File: src/btt_pkg.sv
package btt_pkg;

  localparam int unsigned DEF_MAX_LEVEL = 64;
  localparam int unsigned DEF_FRAC_BITS = 16;

  // tess_level register
  localparam int unsigned LEVEL_W   = 7;
  localparam int unsigned LEVEL_RST = 4;

  // quotient bits resolved per divider cycle
  localparam int unsigned DIV_STEPS = 8;

  // numerator slots, one division each per triangle
  localparam int unsigned NUM_SLOTS = 6;
  localparam int unsigned SLOT_W    = 3;
  localparam int unsigned SLOT_U    = 0;
  localparam int unsigned SLOT_V    = 1;
  localparam int unsigned SLOT_W0   = 2;
  localparam int unsigned SLOT_UM1  = 3;
  localparam int unsigned SLOT_WP1  = 4;
  localparam int unsigned SLOT_VADJ = 5;  // v+1 upright, v-1 inverted

  typedef struct packed {
    logic              accept;
    logic              div_start;
    logic              emit;
    logic [SLOT_W-1:0] slot;
  } cmd_t;

  typedef struct packed {
    logic div_done;
    logic out_free;
  } sts_t;

endpackage

File: src/btt_div.sv
module btt_div #(
  parameter int unsigned LW        = 7,
  parameter int unsigned FRAC_BITS = 16
) (
  input  logic                 clk_i,
  input  logic                 rst_ni,
  input  logic                 start_i,
  input  logic [LW-1:0]        numer_i,
  input  logic [LW-1:0]        denom_i,
  output logic [FRAC_BITS:0]   quo_o,
  output logic                 done_o
);
  import btt_pkg::*;

  localparam int unsigned NITER = (FRAC_BITS + DIV_STEPS - 1) / DIV_STEPS;
  localparam int unsigned CW    = (NITER > 1) ? $clog2(NITER) : 1;

  logic [LW-1:0]        r_q, r_n;
  logic [FRAC_BITS-1:0] frac_q, frac_n;
  logic                 top_q;
  logic [CW-1:0]        cnt_q;
  logic                 busy_q;
  logic                 done_q;
  logic [LW:0]          r2;
  logic                 bitv;
  logic                 last_iter;

  assign last_iter = (cnt_q == CW'(NITER - 1));

  // numerator never exceeds the level, so only the integer bit is special
  always_comb begin
    r_n    = r_q;
    frac_n = frac_q;
    r2     = '0;
    bitv   = 1'b0;
    for (int j = 0; j < DIV_STEPS; j++) begin
      if (int'(cnt_q) * DIV_STEPS + j < FRAC_BITS) begin
        r2 = {r_n, 1'b0};
        if (r2 >= {1'b0, denom_i}) begin
          r2   = r2 - {1'b0, denom_i};
          bitv = 1'b1;
        end else begin
          bitv = 1'b0;
        end
        r_n    = r2[LW-1:0];
        frac_n = {frac_n[FRAC_BITS-2:0], bitv};
      end
    end
  end

  always_ff @(posedge clk_i or negedge rst_ni) begin
    if (!rst_ni) begin
      busy_q <= 1'b0;
      done_q <= 1'b0;
      cnt_q  <= '0;
    end else begin
      done_q <= busy_q && last_iter;
      if (start_i) begin
        busy_q <= 1'b1;
        cnt_q  <= '0;
      end else if (busy_q) begin
        if (last_iter) begin
          busy_q <= 1'b0;
        end
        cnt_q <= cnt_q + CW'(1);
      end
    end
  end

  always_ff @(posedge clk_i) begin
    if (start_i) begin
      top_q  <= (numer_i == denom_i);
      r_q    <= (numer_i == denom_i) ? '0 : numer_i;
      frac_q <= '0;
    end else if (busy_q) begin
      r_q    <= r_n;
      frac_q <= frac_n;
    end
  end

  assign quo_o  = {top_q, frac_q};
  assign done_o = done_q;

endmodule

File: src/btt_datapath.sv
module btt_datapath #(
  parameter int unsigned MAX_LEVEL = 64,
  parameter int unsigned FRAC_BITS = 16,
  parameter int unsigned DATA_W    = 160
) (
  input  logic                        clk_i,
  input  logic                        rst_ni,
  input  logic                        cfg_we_i,
  input  logic [btt_pkg::LEVEL_W-1:0] cfg_wdata_i,
  input  logic                        restart_i,
  input  btt_pkg::cmd_t               cmd_i,
  output btt_pkg::sts_t               sts_o,
  output logic                        m_valid_o,
  input  logic                        m_ready_i,
  output logic [DATA_W-1:0]           m_data_o,
  output logic                        m_user_o,
  output logic                        m_last_o
);
  import btt_pkg::*;

  localparam int unsigned LW  = $clog2(MAX_LEVEL + 1);
  localparam int unsigned CLW = LW + 1;
  localparam int unsigned CB  = FRAC_BITS + 1;

  function automatic logic [LW-1:0] eff_level(logic [LEVEL_W-1:0] lvl);
    logic [7:0] l8;
    logic [7:0] m8;
    l8 = {1'b0, lvl};
    m8 = 8'(MAX_LEVEL);
    if (l8 == 8'd0) begin
      l8 = 8'd1;
    end else if (l8 > m8) begin
      l8 = m8;
    end
    return l8[LW-1:0];
  endfunction

  localparam logic [LW-1:0] RST_Q = eff_level(LEVEL_W'(LEVEL_RST));

  logic [LEVEL_W-1:0] level_q;
  logic [LW-1:0]      q_eff, q_new;
  logic [LW-1:0]      row_q, u_q, w_q;
  logic [CLW-1:0]     col_q;
  logic [LW-1:0]      v;
  logic               even;
  logic               end_row;
  logic               last_tri;
  logic [LW-1:0]      num [NUM_SLOTS];
  logic [CB-1:0]      quo_q [NUM_SLOTS];
  logic [CB-1:0]      div_quo;
  logic               div_done;
  logic               m_valid_q;
  logic [9*CB-1:0]    coords;

  assign q_eff    = eff_level(level_q);
  assign q_new    = eff_level(cfg_wdata_i);
  assign v        = q_eff - u_q - w_q;
  assign even     = ~col_q[0];
  assign end_row  = (col_q == ({row_q, 1'b0} - CLW'(2)));
  assign last_tri = (row_q == LW'(1)) && (col_q == '0);

  always_comb begin
    num[SLOT_U]    = u_q;
    num[SLOT_V]    = v;
    num[SLOT_W0]   = w_q;
    num[SLOT_UM1]  = u_q - LW'(1);
    num[SLOT_WP1]  = w_q + LW'(1);
    num[SLOT_VADJ] = even ? (v + LW'(1)) : (v - LW'(1));
  end

  btt_div #(
    .LW       (LW),
    .FRAC_BITS(FRAC_BITS)
  ) u_div (
    .clk_i  (clk_i),
    .rst_ni (rst_ni),
    .start_i(cmd_i.div_start),
    .numer_i(num[cmd_i.slot]),
    .denom_i(q_eff),
    .quo_o  (div_quo),
    .done_o (div_done)
  );

  always_ff @(posedge clk_i) begin
    if (div_done) begin
      quo_q[cmd_i.slot] <= div_quo;
    end
  end

  // patch walk: config and restart both reload the first triangle
  always_ff @(posedge clk_i or negedge rst_ni) begin
    if (!rst_ni) begin
      level_q <= LEVEL_W'(LEVEL_RST);
      row_q   <= RST_Q;
      u_q     <= RST_Q;
      w_q     <= '0;
      col_q   <= '0;
    end else if (cfg_we_i) begin
      level_q <= cfg_wdata_i;
      row_q   <= q_new;
      u_q     <= q_new;
      w_q     <= '0;
      col_q   <= '0;
    end else if (cmd_i.accept && restart_i) begin
      row_q <= q_eff;
      u_q   <= q_eff;
      w_q   <= '0;
      col_q <= '0;
    end else if (cmd_i.emit) begin
      if (end_row) begin
        if (row_q == LW'(1)) begin
          row_q <= q_eff;
          u_q   <= q_eff;
          w_q   <= '0;
        end else begin
          row_q <= row_q - LW'(1);
          u_q   <= row_q - LW'(1);
          w_q   <= w_q + LW'(1);
        end
        col_q <= '0;
      end else begin
        if (even) begin
          u_q <= u_q - LW'(1);
        end
        col_q <= col_q + CLW'(1);
      end
    end
  end

  always_comb begin
    coords[0*CB +: CB] = quo_q[SLOT_U];
    coords[1*CB +: CB] = quo_q[SLOT_V];
    coords[2*CB +: CB] = quo_q[SLOT_W0];
    if (even) begin
      coords[3*CB +: CB] = quo_q[SLOT_UM1];
      coords[4*CB +: CB] = quo_q[SLOT_VADJ];
      coords[5*CB +: CB] = quo_q[SLOT_W0];
      coords[6*CB +: CB] = quo_q[SLOT_UM1];
      coords[7*CB +: CB] = quo_q[SLOT_V];
      coords[8*CB +: CB] = quo_q[SLOT_WP1];
    end else begin
      coords[3*CB +: CB] = quo_q[SLOT_UM1];
      coords[4*CB +: CB] = quo_q[SLOT_V];
      coords[5*CB +: CB] = quo_q[SLOT_WP1];
      coords[6*CB +: CB] = quo_q[SLOT_U];
      coords[7*CB +: CB] = quo_q[SLOT_VADJ];
      coords[8*CB +: CB] = quo_q[SLOT_WP1];
    end
  end

  always_ff @(posedge clk_i or negedge rst_ni) begin
    if (!rst_ni) begin
      m_valid_q <= 1'b0;
    end else if (cmd_i.emit) begin
      m_valid_q <= 1'b1;
    end else if (m_ready_i) begin
      m_valid_q <= 1'b0;
    end
  end

  always_ff @(posedge clk_i) begin
    if (cmd_i.emit) begin
      m_data_o <= DATA_W'(coords);
      m_user_o <= even;
      m_last_o <= last_tri;
    end
  end

  assign m_valid_o       = m_valid_q;
  assign sts_o.div_done  = div_done;
  assign sts_o.out_free  = !m_valid_q || m_ready_i;

`ifndef SYNTHESIS
  a_row_u: assert property (@(posedge clk_i) disable iff (!rst_ni)
    (row_q != '0) && (u_q <= row_q))
    else $error("row or u count out of range");

  a_w_row: assert property (@(posedge clk_i) disable iff (!rst_ni)
    ({1'b0, w_q} + {1'b0, row_q}) == {1'b0, q_eff})
    else $error("w count does not match row");

  a_col: assert property (@(posedge clk_i) disable iff (!rst_ni)
    col_q < {row_q, 1'b0})
    else $error("column index past end of row");
`endif

endmodule

File: src/btt_ctrl.sv
module btt_ctrl (
  input  logic          clk_i,
  input  logic          rst_ni,
  input  logic          s_valid_i,
  output logic          s_ready_o,
  input  btt_pkg::sts_t sts_i,
  output btt_pkg::cmd_t cmd_o
);
  import btt_pkg::*;

  typedef enum logic [3:0] {
    ST_IDLE = 4'b0001,
    ST_LOAD = 4'b0010,
    ST_RUN  = 4'b0100,
    ST_EMIT = 4'b1000
  } state_e;

  state_e            state_q, state_d;
  logic [SLOT_W-1:0] slot_q, slot_d;
  logic              last_slot;

  assign last_slot = (slot_q == SLOT_W'(NUM_SLOTS - 1));

  always_comb begin
    state_d = state_q;
    slot_d  = slot_q;
    unique case (state_q)
      ST_IDLE: begin
        if (s_valid_i) begin
          state_d = ST_LOAD;
          slot_d  = '0;
        end
      end
      ST_LOAD: begin
        state_d = ST_RUN;
      end
      ST_RUN: begin
        if (sts_i.div_done) begin
          if (last_slot) begin
            state_d = ST_EMIT;
          end else begin
            state_d = ST_LOAD;
            slot_d  = slot_q + SLOT_W'(1);
          end
        end
      end
      ST_EMIT: begin
        if (sts_i.out_free) begin
          state_d = ST_IDLE;
        end
      end
      default: begin
        state_d = ST_IDLE;
      end
    endcase
  end

  always_ff @(posedge clk_i or negedge rst_ni) begin
    if (!rst_ni) begin
      state_q <= ST_IDLE;
      slot_q  <= '0;
    end else begin
      state_q <= state_d;
      slot_q  <= slot_d;
    end
  end

  assign s_ready_o        = (state_q == ST_IDLE);
  assign cmd_o.accept     = (state_q == ST_IDLE) && s_valid_i;
  assign cmd_o.div_start  = (state_q == ST_LOAD);
  assign cmd_o.emit       = (state_q == ST_EMIT) && sts_i.out_free;
  assign cmd_o.slot       = slot_q;

`ifndef SYNTHESIS
  a_idle_quiet: assert property (@(posedge clk_i) disable iff (!rst_ni)
    (state_q == ST_IDLE) |-> !sts_i.div_done)
    else $error("divider finished while idle");

  a_div_latency: assert property (@(posedge clk_i) disable iff (!rst_ni)
    cmd_o.div_start |=> !sts_i.div_done)
    else $error("divider finished one cycle after start");

  a_accept_seq: assert property (@(posedge clk_i) disable iff (!rst_ni)
    cmd_o.accept |=> (state_q == ST_LOAD) && (slot_q == '0))
    else $error("accepted beat did not start at first slot");
`endif

endmodule

File: src/barycentric_triangle_tessellator_unit.sv
// Uniform triangle-domain tessellator.
// Slave stream: each beat is one request; tdata[0] = restart begins the patch
// again at its first triangle. Master stream: one triangle per request, three
// barycentric vertices n/q in unsigned fixed point (FRAC_BITS fraction bits,
// floored); tuser = upright, tlast = last triangle of the patch. The walk
// wraps to the first triangle after the last one.
// cfg_we_i writes tess_level (0 acts as 1, above MAX_LEVEL clamps) and
// restarts the patch; write only while no request is in flight.
// Datapath: six divisions by the level per triangle, sharing one iterative
// divider that resolves 8 quotient bits a cycle; one request is in flight at
// a time. The output register lets the next request be accepted while a
// result waits; a stalled receiver holds the finished triangle in the last
// state until the register frees, and tready stays low meanwhile.
// Reset: level 4, patch at its first triangle, no result pending.
module barycentric_triangle_tessellator_unit #(
  parameter int unsigned MAX_LEVEL = btt_pkg::DEF_MAX_LEVEL,
  parameter int unsigned FRAC_BITS = btt_pkg::DEF_FRAC_BITS,
  parameter int unsigned DATA_W    = ((9 * (FRAC_BITS + 1) + 7) / 8) * 8
) (
  input  logic                        clk_i,
  input  logic                        rst_ni,
  input  logic                        cfg_we_i,
  input  logic [btt_pkg::LEVEL_W-1:0] cfg_wdata_i,
  input  logic                        s_axis_tvalid,
  output logic                        s_axis_tready,
  input  logic [7:0]                  s_axis_tdata,   // [0] restart
  output logic                        m_axis_tvalid,
  input  logic                        m_axis_tready,
  // first_u, first_v, first_w, second_u, second_v, second_w,
  // third_u, third_v, third_w, each FRAC_BITS+1 bits, zero pad on top
  output logic [DATA_W-1:0]           m_axis_tdata,
  output logic                        m_axis_tuser,   // upright
  output logic                        m_axis_tlast    // last_in_patch
);
  import btt_pkg::*;

  cmd_t cmd;
  sts_t sts;

  btt_ctrl u_ctrl (
    .clk_i    (clk_i),
    .rst_ni   (rst_ni),
    .s_valid_i(s_axis_tvalid),
    .s_ready_o(s_axis_tready),
    .sts_i    (sts),
    .cmd_o    (cmd)
  );

  btt_datapath #(
    .MAX_LEVEL(MAX_LEVEL),
    .FRAC_BITS(FRAC_BITS),
    .DATA_W   (DATA_W)
  ) u_dp (
    .clk_i      (clk_i),
    .rst_ni     (rst_ni),
    .cfg_we_i   (cfg_we_i),
    .cfg_wdata_i(cfg_wdata_i),
    .restart_i  (s_axis_tdata[0]),
    .cmd_i      (cmd),
    .sts_o      (sts),
    .m_valid_o  (m_axis_tvalid),
    .m_ready_i  (m_axis_tready),
    .m_data_o   (m_axis_tdata),
    .m_user_o   (m_axis_tuser),
    .m_last_o   (m_axis_tlast)
  );

endmodule

File: config.mk
export PLATFORM = sky130hd
export DESIGN_NAME = barycentric_triangle_tessellator_unit
export DESIGN_NICKNAME = d
export VERILOG_FILES = /design/src/btt_pkg.sv /design/src/btt_div.sv /design/src/btt_datapath.sv /design/src/btt_ctrl.sv /design/src/barycentric_triangle_tessellator_unit.sv
export SDC_FILE = /design/constraint.sdc
export NUM_CORES = 1
export LEC_CHECK = 0
export BUFFER_PORTS_ARGS = -buffer_cell sky130_fd_sc_hd__buf_2
export CELL_PAD_IN_SITES_DETAIL_PLACEMENT = 1
export CELL_PAD_IN_SITES_GLOBAL_PLACEMENT = 2
export CORE_UTILIZATION = 41
export DETAILED_ROUTE_END_ITERATION = 8
export PLACE_DENSITY_LB_ADDON = 0.1
export SLEW_MARGIN = 15
export SYNTH_ARGS = -nofsm -noshare
export SYNTH_HDL_FRONTEND = slang
export SYNTH_SLANG_ARGS = --single-unit
export TNS_END_PERCENT = 1
File: constraint.sdc
create_clock -name clk_i -period 20.5 [get_ports clk_i]
set_input_delay 1.025 -clock clk_i [delete_from_list [all_inputs] [get_ports clk_i]]
set_output_delay 1.025 -clock clk_i [all_outputs]
set_load 0.02 [all_outputs]
==> results of run 1 <==
[metrics by stage]
stage | worst slack (ns) | instance area [um2] | util [%] | std cells
6_report | 2.22 | 18700 | 48.3 | 1992
5_1_grt | 0.690 | 18700 | 48.3 | 1992
4_1_cts | 2.29 | 18700 | 48.3 | 1992
3_5_place_dp | 2.39 | 17600 | 45.3 | 1928
3_3_place_gp | 2.61 | 17600 | 45.3 | 1928
2_1_floorplan | 5.69 | 16200 | - | 1273
[area by class of cell]
| class | count | area, um2 | area share, % |
|---|---|---|---|
| clock inverters | 23 | 230 | 1.23 |
| clock buffers | 41 | 920 | 4.91 |
| inverters | 58 | 223 | 1.19 |
| well taps | 518 | 648 | 3.46 |
| flip-flops and latches | 328 | 9460 | 50.5 |
| multi-input cells | 841 | 6310 | 33.7 |
| repair buffers | 183 | 951 | 5.07 |
[registers in the layout, summed over array words and instances (netlist names), 8 cells and up]
register / flops
u_dp.m_data_o: 153
u_dp.quo_q: 102
u_dp.u_div.frac_q: 16
u_dp.col_q: 8
[logic make-up after synthesis]
logic type	Yosys count	synth area share, %
other	1	0.0232
adders and majority gates	76	6.25
buffers and inverters	104	2.79
AOI/OAI and AO/OA	259	11.1
DFF	328	58.4
xor gates and xnor gates	85	4.60
and+or+nand+nor	298	8.68
muxes	116	8.15
[layout by cell type, fill, tap and decap left out, drive strengths merged, types with 4 or more instances in the layout]
cell type / Yosys / routed
nand4: 4 / 4
nor3: 23 / 23
and3: 10 / 10
clkinv: 2 / 20
a2111oi: 4 / 4
and2: 6 / 6
o21bai: 10 / 10
dfstp: 4 / 4
nand2b: 10 / 10
mux2i: 22 / 22
nor2: 117 / 117
clkbuf: 26 / 41
a211oi: 17 / 17
mux2: 91 / 91
nand2: 66 / 66
dfxtp: 16 / 16
a21oi: 73 / 73
a21boi: 5 / 5
a211o: 4 / 4
or2: 5 / 5
a21o: 19 / 19
edfxtp: 265 / 265
o22ai: 9 / 9
dfrtp: 43 / 43
o211ai: 7 / 7
bufinv: 0 / 4
buf: 20 / 183
o21ai: 49 / 49
a31oi: 15 / 15
or3: 9 / 9
xor2: 20 / 20
ha: 68 / 68
o31ai: 7 / 7
nand3: 28 / 28
fa: 8 / 8
xnor2: 65 / 65
inv: 56 / 57
conb: 1 / 7
o21a: 10 / 10
nor2b: 6 / 6
[final timing paths]
kind | start | cells after the start | to
worst min register to register | u_dp.quo_q[4][14] | 0 | u_dp.m_data_o[150]
worst max register to register | u_dp.level_q[6] | 66 | u_dp.u_div.r_q[3]
max in group asynchronous | rst_ni | 2 | u_dp.col_q[0]
worst min-delay path | u_dp.quo_q[4][14] | 0 | u_dp.m_data_o[150]
worst max-delay path | u_dp.level_q[6] | 66 | u_dp.u_div.r_q[3]
min in group asynchronous | rst_ni | 2 | u_dp.col_q[2]
[Yosys cell counts, drive strengths merged (15+ instances only)]
cell type  count
nor2         117
nand2         66
buf           20
a31oi         15
a211oi        17
nor3          23
edfxtp       265
dfrtp         43
xor2          20
nand3         28
a21oi         73
ha            68
xnor2         65
clkbuf        26
o21ai         49
a21o          19
dfxtp         16
mux2          91
mux2i         22
inv           56
[layer usage]
metal  vias to the layer above  share of wire, %
met4                         0               1.8
li1                       5046                 -
met2                       218                47
met3                        49               3.9
met1                      5130                47
met5                         -                 0
==> results_dict.tcl, run 1 <==
set metrics [dict create \
    outcome "completed" \
    holdBufCountCts 0 \
    drv_slew 0 \
    cp.arrival_ns 18.55 \
    grt-busiest-layer "met2" \
    die_height_um 201 \
    area_growth_pct 15.8 \
    dpl.hpwl_um 28400 \
    synthArstFlopShare_pct 14.3 \
    period_needed_ns 18.28 \
    grt_pass1_vias 10835 \
    antenna_found_initial 0 \
    layout-drive-gt1-share_pct 25.4 \
    wl_per_cell_um 20.3 \
    num_rows 72 \
    grt_max_degree 105 \
    syn-cell-area_um2 16200 \
    die_w_um 201 \
    reg2reg_setup_slack_ns 2.22 \
    rsz0062_at_grt "false" \
    max_cap_viol_count 0 \
    dr_total_vias 10443 \
    placeableCoreArea_um2 38800 \
    finalSetupViolCount 0 \
    synth_edf_count 265 \
    ctsResizeCount 0 \
    port_buffers 169 \
    track_usage_pct 20.4 \
    hold_viol_final 0 \
    ios 184 \
    clk-insertion-delay-late_ns 0.54 \
    drc 0 \
    slowest_delay_ns 0.74 \
    hp-class "reg -> reg" \
    crit_buf_inv 2 \
    antenna_cells 0 \
    final_nets 1543 \
    relSlewSlack_pct 27.1 \
    synth_area_leaders "edfxtp_1 (49%), dfrtp_1 (6.6%), mux2_2 (6.2%)" \
    critPathLaunchType "register" \
    ys_seq_area_share_pct 58.4 \
    postRouteAntennaNets 0 \
    grt-ovfl-total 0 \
    holdWs_ns 0.445 \
    cts_root_buffer "clkbuf_16" \
    syn_inst 1267 \
    synth_top_area_share_pct 49.2 \
    worstSetupEndpointType "register" \
    yosysTopAreaCell "edfxtp_1" \
    fin_skew_ns 0.0166 \
    fill_cells 4088 \
    drt-pass1-iter-count 6 \
    met3_usage_pct 3.33 \
    cts_sinks 328 \
    place_congestion 0.796 \
    drtIter0Drc 552 \
    cts.path.max_buffers 3 \
    dieArea_um2 40300 \
    clkTransAtPathRegs_ns 0.06 \
    grt_pass1_wl_um 63600 \
    cp_slowest_cell "dfrtp_1" \
    worst-setup-path-type "reg -> reg" \
    cp_max_fo 11 \
    finalSetupTns_ns 0 \
    via_per_inst 5.24 \
    fmax_mhz 54.7 \
    post_cts_buffers 0 \
    ys_seq_elements 328 \
    cts_tree "done" \
    fin_crit_sh_pct 89.2 \
    numCtsBuffers 35 \
    htree_levels 2 \
    use_met1_pct 28.1 \
    required_ns 20.76 \
    start_util_pct 41.7 \
    yosys_warnings 0 \
    critPathTopFamily "compound AO/OA/AOI/OAI gates" \
    drt-total-wl_um 40400 \
    ys.flop_type "edfxtp_1" \
    grt_use_met2_pct 33.7 \
    syn_avg_cell_area_um2 12.8 \
    tightest_slew_ns 1.09 \
    yosysUniqueCellTypes 96 \
]
Power of run 1 is not shown: default switching activity piles up to over one toggle a cycle in this logic, so the estimate is an artifact.
==> run 2: changes to the inputs <==
--- a/config.mk
+++ b/config.mk
@@ -8,6 +8,7 @@
 export BUFFER_PORTS_ARGS = -buffer_cell sky130_fd_sc_hd__buf_2
 export CELL_PAD_IN_SITES_DETAIL_PLACEMENT = 1
 export CELL_PAD_IN_SITES_GLOBAL_PLACEMENT = 2
+export CORE_ASPECT_RATIO = 0.5
 export CORE_UTILIZATION = 41
 export DETAILED_ROUTE_END_ITERATION = 8
 export PLACE_DENSITY_LB_ADDON = 0.1
==> results_dict.tcl, run 2 (same netlist as run 1, synthesis figures left out) <==
set metrics [dict create \
    cp_max_fo 11 \
    layout_common_cells "edfxtp_1 (265), buf_2 (169), nor2_1 (112)" \
    area_growth_pct 15.2 \
    worstSetupEndpointType "register" \
    placeableCoreArea_um2 38900 \
    grt_pass1_wl_um 65300 \
    setup_ws_ns 1.96 \
    cts.path.max_buffers 3 \
    crit_top_cell "a21oi_1" \
    finalSetupViolCount 0 \
    critPathLaunchType "register" \
    htree_levels 1 \
    cts_root_buffer "clkbuf_16" \
    final_nets 1540 \
    drt-total-wl_um 42500 \
    r2r-end "u_dp.u_div.r_q[5]" \
    holdPathEnd "u_dp.m_data_o[38]" \
    outcome "completed" \
    die_height_um 143 \
    cp_slowest_cell "nor2_1" \
    post_cts_buffers 0 \
    r2r_cells 68 \
    grt_pass1_vias 11172 \
    dp_cells 1942 \
    place_ws_ns 2.03 \
    slowest_delay_ns 0.66 \
    tightest_slew_ns 0.988 \
    rsz0062_at_grt "false" \
    fmax_mhz 53.9 \
    grt-ovfl-total 0 \
    crit_buf_inv 3 \
    max_cap_viol_count 0 \
    period_needed_ns 18.54 \
    holdCritStartpoint "u_dp.quo_q[2][4]" \
    final_common_cell "edfxtp_1" \
    grt_max_degree 95 \
    track_usage_pct 21.0 \
    via_per_inst 5.36 \
    wl_per_cell_um 21.3 \
    top_regs "u_dp.m_data_o x153, u_dp.quo_q x102, u_dp.u_div.frac_q x16" \
    fin_skew_ns 0.0208 \
    postRouteAntennaNets 0 \
    holdBufCountCts 0 \
    cp.arrival_ns 18.87 \
    drv_slew 0 \
    regToRegStartpoint "u_dp.level_q[6]" \
    required_ns 20.83 \
    ctsResizeCount 0 \
    layout-drive-gt1-share_pct 25.4 \
    ios 184 \
    finalNonFillerCells 1998 \
    antenna_cells 0 \
    cts_sinks 328 \
    clk-insertion-delay-late_ns 0.59 \
    die_w_um 283 \
    drc 0 \
    fin_crit_sh_pct 90.4 \
    top_register "u_dp.m_data_o" \
    dpl.hpwl_um 30800 \
    clkTransAtPathRegs_ns 0.07 \
    finalSetupTns_ns 0 \
    antenna_found_initial 0 \
    relSlewSlack_pct 34.1 \
    whs_path_depth 0 \
    dr_total_vias 10718 \
    dieArea_um2 40300 \
    hold_viol_final 0 \
    start_util_pct 41.6 \
    reg2reg_setup_slack_ns 1.96 \
    cts_tree "done" \
    port_buffers 169 \
    critPathTopFamily "compound AO/OA/AOI/OAI gates" \
    place_congestion 0.832 \
    drt-pass1-iter-count 4 \
    largest_register_ffs 153 \
    numCtsBuffers 30 \
    num_rows 51 \
    hp-class "reg -> reg" \
    worst-setup-path-type "reg -> reg" \
    drtIter0Drc 563 \
]
run 2: changes by cell type in the layout (fill, tap and decap cells not counted), moves of 2 or more:
cell	previous run	this run
clkinv_1	11	6
clkinv_2	7	1
clkinv_8	2	0
nor2_1	115	112
nor2_4	1	4
clkbuf_1	5	8
clkbuf_16	36	30
bufinv_16	4	1
clkinvlp_4	0	3
clkbuf_8	0	7
run 2: worst max path at each step:
stage,startpoint,cells past startpoint,end
finish,u_dp.level_q[6],68,u_dp.u_div.r_q[5]
global route,u_dp.level_q[6],69,u_dp.u_div.r_q[5]
CTS,u_dp.level_q[6],69,u_dp.u_div.r_q[5]
detailed placement,u_dp.level_q[6],69,u_dp.u_div.r_q[5]
global placement,u_dp.level_q[6],69,u_dp.u_div.r_q[5]
floorplan,u_dp.level_q[3],73,u_dp.u_div.r_q[3]
run 2: final cells by class:
cell class,count,area [um2]
Sequential cell,328,9460
Fill cell,4082,20300
Inverter,58,223
Multi-Input combinational cell,841,6330
Timing Repair Buffer,185,970
Tap cell,530,663
Clock inverter,11,114
Clock buffer,45,877
run 2: per-stage QoR:
step,hold slack [ns],utilization (%),area (um2)
floorplan,0.420,-,16200
global placement,0.423,45.3,17600
detailed placement,0.434,45.3,17600
CTS,0.449,47.8,18600
global route,0.456,47.9,18600
finish,0.448,47.9,18600
run 2: worst reg2reg max path: cells and delay by family (launching register included):
kind	cells	cell delay, ns
AO/OA/AOI/OAI	41	8.90
adder cells (fa/ha/maj)	8	2.78
buffers and inverters	3	0.81
flip-flops	1	0.63
multiplexers	7	2.74
AND/OR/NAND/NOR	9	2.39
run 2: layer usage:
| metal | vias up | part of all wire [%] | GRT usage, % |
|---|---|---|---|
| met1 | 5378 | 46 | 28.2 |
| met4 | 0 | 2.0 | 4.78 |
| li1 | 5060 | - | - |
| met2 | 223 | 48 | 36.0 |
| met3 | 57 | 3.7 | 3.06 |
| met5 | - | 0 | 0 |
Power of run 2 is left out for the same reason.
==> run 3: changes to the inputs <==
--- a/config.mk
+++ b/config.mk
@@ -9,8 +9,10 @@
 export CELL_PAD_IN_SITES_DETAIL_PLACEMENT = 1
 export CELL_PAD_IN_SITES_GLOBAL_PLACEMENT = 2
 export CORE_ASPECT_RATIO = 0.5
+export CORE_MARGIN = 2
 export CORE_UTILIZATION = 41
 export DETAILED_ROUTE_END_ITERATION = 8
+export GPL_ROUTABILITY_DRIVEN = 0
 export PLACE_DENSITY_LB_ADDON = 0.1
 export SLEW_MARGIN = 15
 export SYNTH_ARGS = -nofsm -noshare
==> constraint.sdc (replaced) <==
create_clock -name clk_i -period 20.5 [get_ports clk_i]
set_input_delay 6.15 -clock clk_i [delete_from_list [all_inputs] [get_ports clk_i]]
set_output_delay 6.15 -clock clk_i [all_outputs]
set_load 0.02 [all_outputs]
==> results_dict.tcl, run 3 (same netlist as run 1, synthesis figures left out) <==
set metrics [dict create \
    clkTransAtPathRegs_ns 0.06 \
    fin_crit_sh_pct 90.6 \
    placeableCoreArea_um2 38900 \
    outcome "completed" \
    final_common_cell "edfxtp_1" \
    track_usage_pct 20.2 \
    wl_per_cell_um 21.2 \
    drt-pass1-iter-count 4 \
    worstSetupEndpointType "register" \
    r2r_cells 67 \
    holdCritStartpoint "u_dp.quo_q[2][11]" \
    drtIter0Drc 588 \
    post_cts_buffers 0 \
    cp_slowest_cell "dfrtp_1" \
    dr_total_vias 10537 \
    die_height_um 145 \
    port_buffers 169 \
    cts_sinks 328 \
    fmax_mhz 53.9 \
    antenna_found_initial 0 \
    top_register "u_dp.m_data_o" \
    drv_slew 0 \
    antenna_cells 0 \
    ios 184 \
    hold_viol_final 0 \
    cts.path.max_buffers 3 \
    largest_register_ffs 153 \
    fill_cells 4084 \
    holdBufCountCts 0 \
    drt-total-wl_um 42200 \
    htree_levels 1 \
    die_w_um 285 \
    cts_tree "done" \
    r2r-end "u_dp.u_div.r_q[5]" \
    postRouteAntennaNets 0 \
    regToRegStartpoint "u_dp.level_q[6]" \
    required_ns 20.80 \
    rsz0062_at_grt "false" \
    final_nets 1537 \
    critPathLaunchType "register" \
    reg2reg_setup_slack_ns 1.93 \
    cts_root_buffer "clkbuf_16" \
    dieArea_um2 41200 \
    ctsResizeCount 0 \
    max_cap_viol_count 0 \
    worst-setup-path-type "reg -> reg" \
    grt_pass1_wl_um 64200 \
    crit_top_cell "ha_1" \
    slowest_delay_ns 0.78 \
    cp_max_fo 11 \
    grt-ovfl-total 0 \
    start_util_pct 41.6 \
    clk-insertion-delay-late_ns 0.58 \
    holdPathEnd "u_dp.m_data_o[45]" \
    tightest_slew_ns 1.13 \
    layout_common_cells "edfxtp_1 (265), buf_2 (169), nor2_1 (112)" \
    whs_path_depth 0 \
    via_per_inst 5.28 \
    top_regs "u_dp.m_data_o x153, u_dp.quo_q x102, u_dp.u_div.frac_q x16" \
    fin_skew_ns 0.00880 \
    hp-class "reg -> reg" \
    cp.arrival_ns 18.87 \
    finalSetupViolCount 0 \
    layout-drive-gt1-share_pct 25.2 \
    dpl.hpwl_um 30500 \
    drc 0 \
    grt_pass1_vias 10929 \
    numCtsBuffers 30 \
    num_rows 51 \
    area_growth_pct 14.7 \
    grt_max_degree 82 \
    period_needed_ns 18.57 \
    finalSetupTns_ns 0 \
    relSlewSlack_pct 24.7 \
]
-- run 3: per-stage QoR --
step | utilization (%) | cell area (um2) | hold slack [ns] | instances | setup slack [ns]
2_1_floorplan | - | 16200 | 0.420 | 1273 | 5.69
3_3_place_gp | 45.2 | 17600 | 0.425 | 1939 | 2.44
3_5_place_dp | 45.2 | 17600 | 0.431 | 1939 | 2.06
4_1_cts | 47.7 | 18600 | 0.448 | 1995 | 1.99
5_1_grt | 47.7 | 18600 | 0.450 | 1995 | 0.545
6_report | 47.7 | 18600 | 0.447 | 1995 | 1.93
-- run 3: worst max-delay path by stage --
stage	end	from	slack, ns	cells past startpoint
global route	u_dp.u_div.r_q[5]	u_dp.level_q[6]	0.54	71
detailed placement	u_dp.u_div.r_q[5]	u_dp.level_q[6]	2.06	69
floorplan	u_dp.u_div.r_q[3]	u_dp.level_q[3]	5.69	73
finish	u_dp.u_div.r_q[5]	u_dp.level_q[6]	1.93	67
global placement	u_dp.u_div.r_q[3]	u_dp.level_q[6]	2.44	68
CTS	u_dp.u_div.r_q[5]	u_dp.level_q[6]	1.99	68
-- run 3: final cells by class --
class / count / area (um2) / share of cell area, %
Clock buffer: 49 / 882 / 4.75
Clock inverter: 7 / 73.8 / 0.398
Inverter: 58 / 223 / 1.20
Multi-Input combinational cell: 841 / 6320 / 34.0
Sequential cell: 328 / 9460 / 51.0
Tap cell: 530 / 663 / 3.57
Timing Repair Buffer: 182 / 943 / 5.08
-- run 3: metal layers --
layer | share of wire, % | vias up | global-route usage, % | routed length [um]
met3 | 3.6 | 33 | 2.76 | 1500
met1 | 48 | 5298 | 28.3 | 20400
met2 | 47 | 170 | 34.5 | 19900
met5 | 0 | - | 0 | 0
li1 | - | 5036 | - | -
met4 | 1.1 | 0 | 2.95 | 448
-- run 3: critical path: cells and delay by family (launching register included) --
| kind | cells | cell delay, ns |
|---|---|---|
| AOI/OAI and AO/OA | 37 | 7.97 |
| and+or+nand+nor | 11 | 3.05 |
| adders and majority gates | 8 | 3.00 |
| muxes | 8 | 3.00 |
| DFF | 1 | 0.78 |
| buffers and inverters | 3 | 0.41 |
Power of run 3 is left out for the same reason.
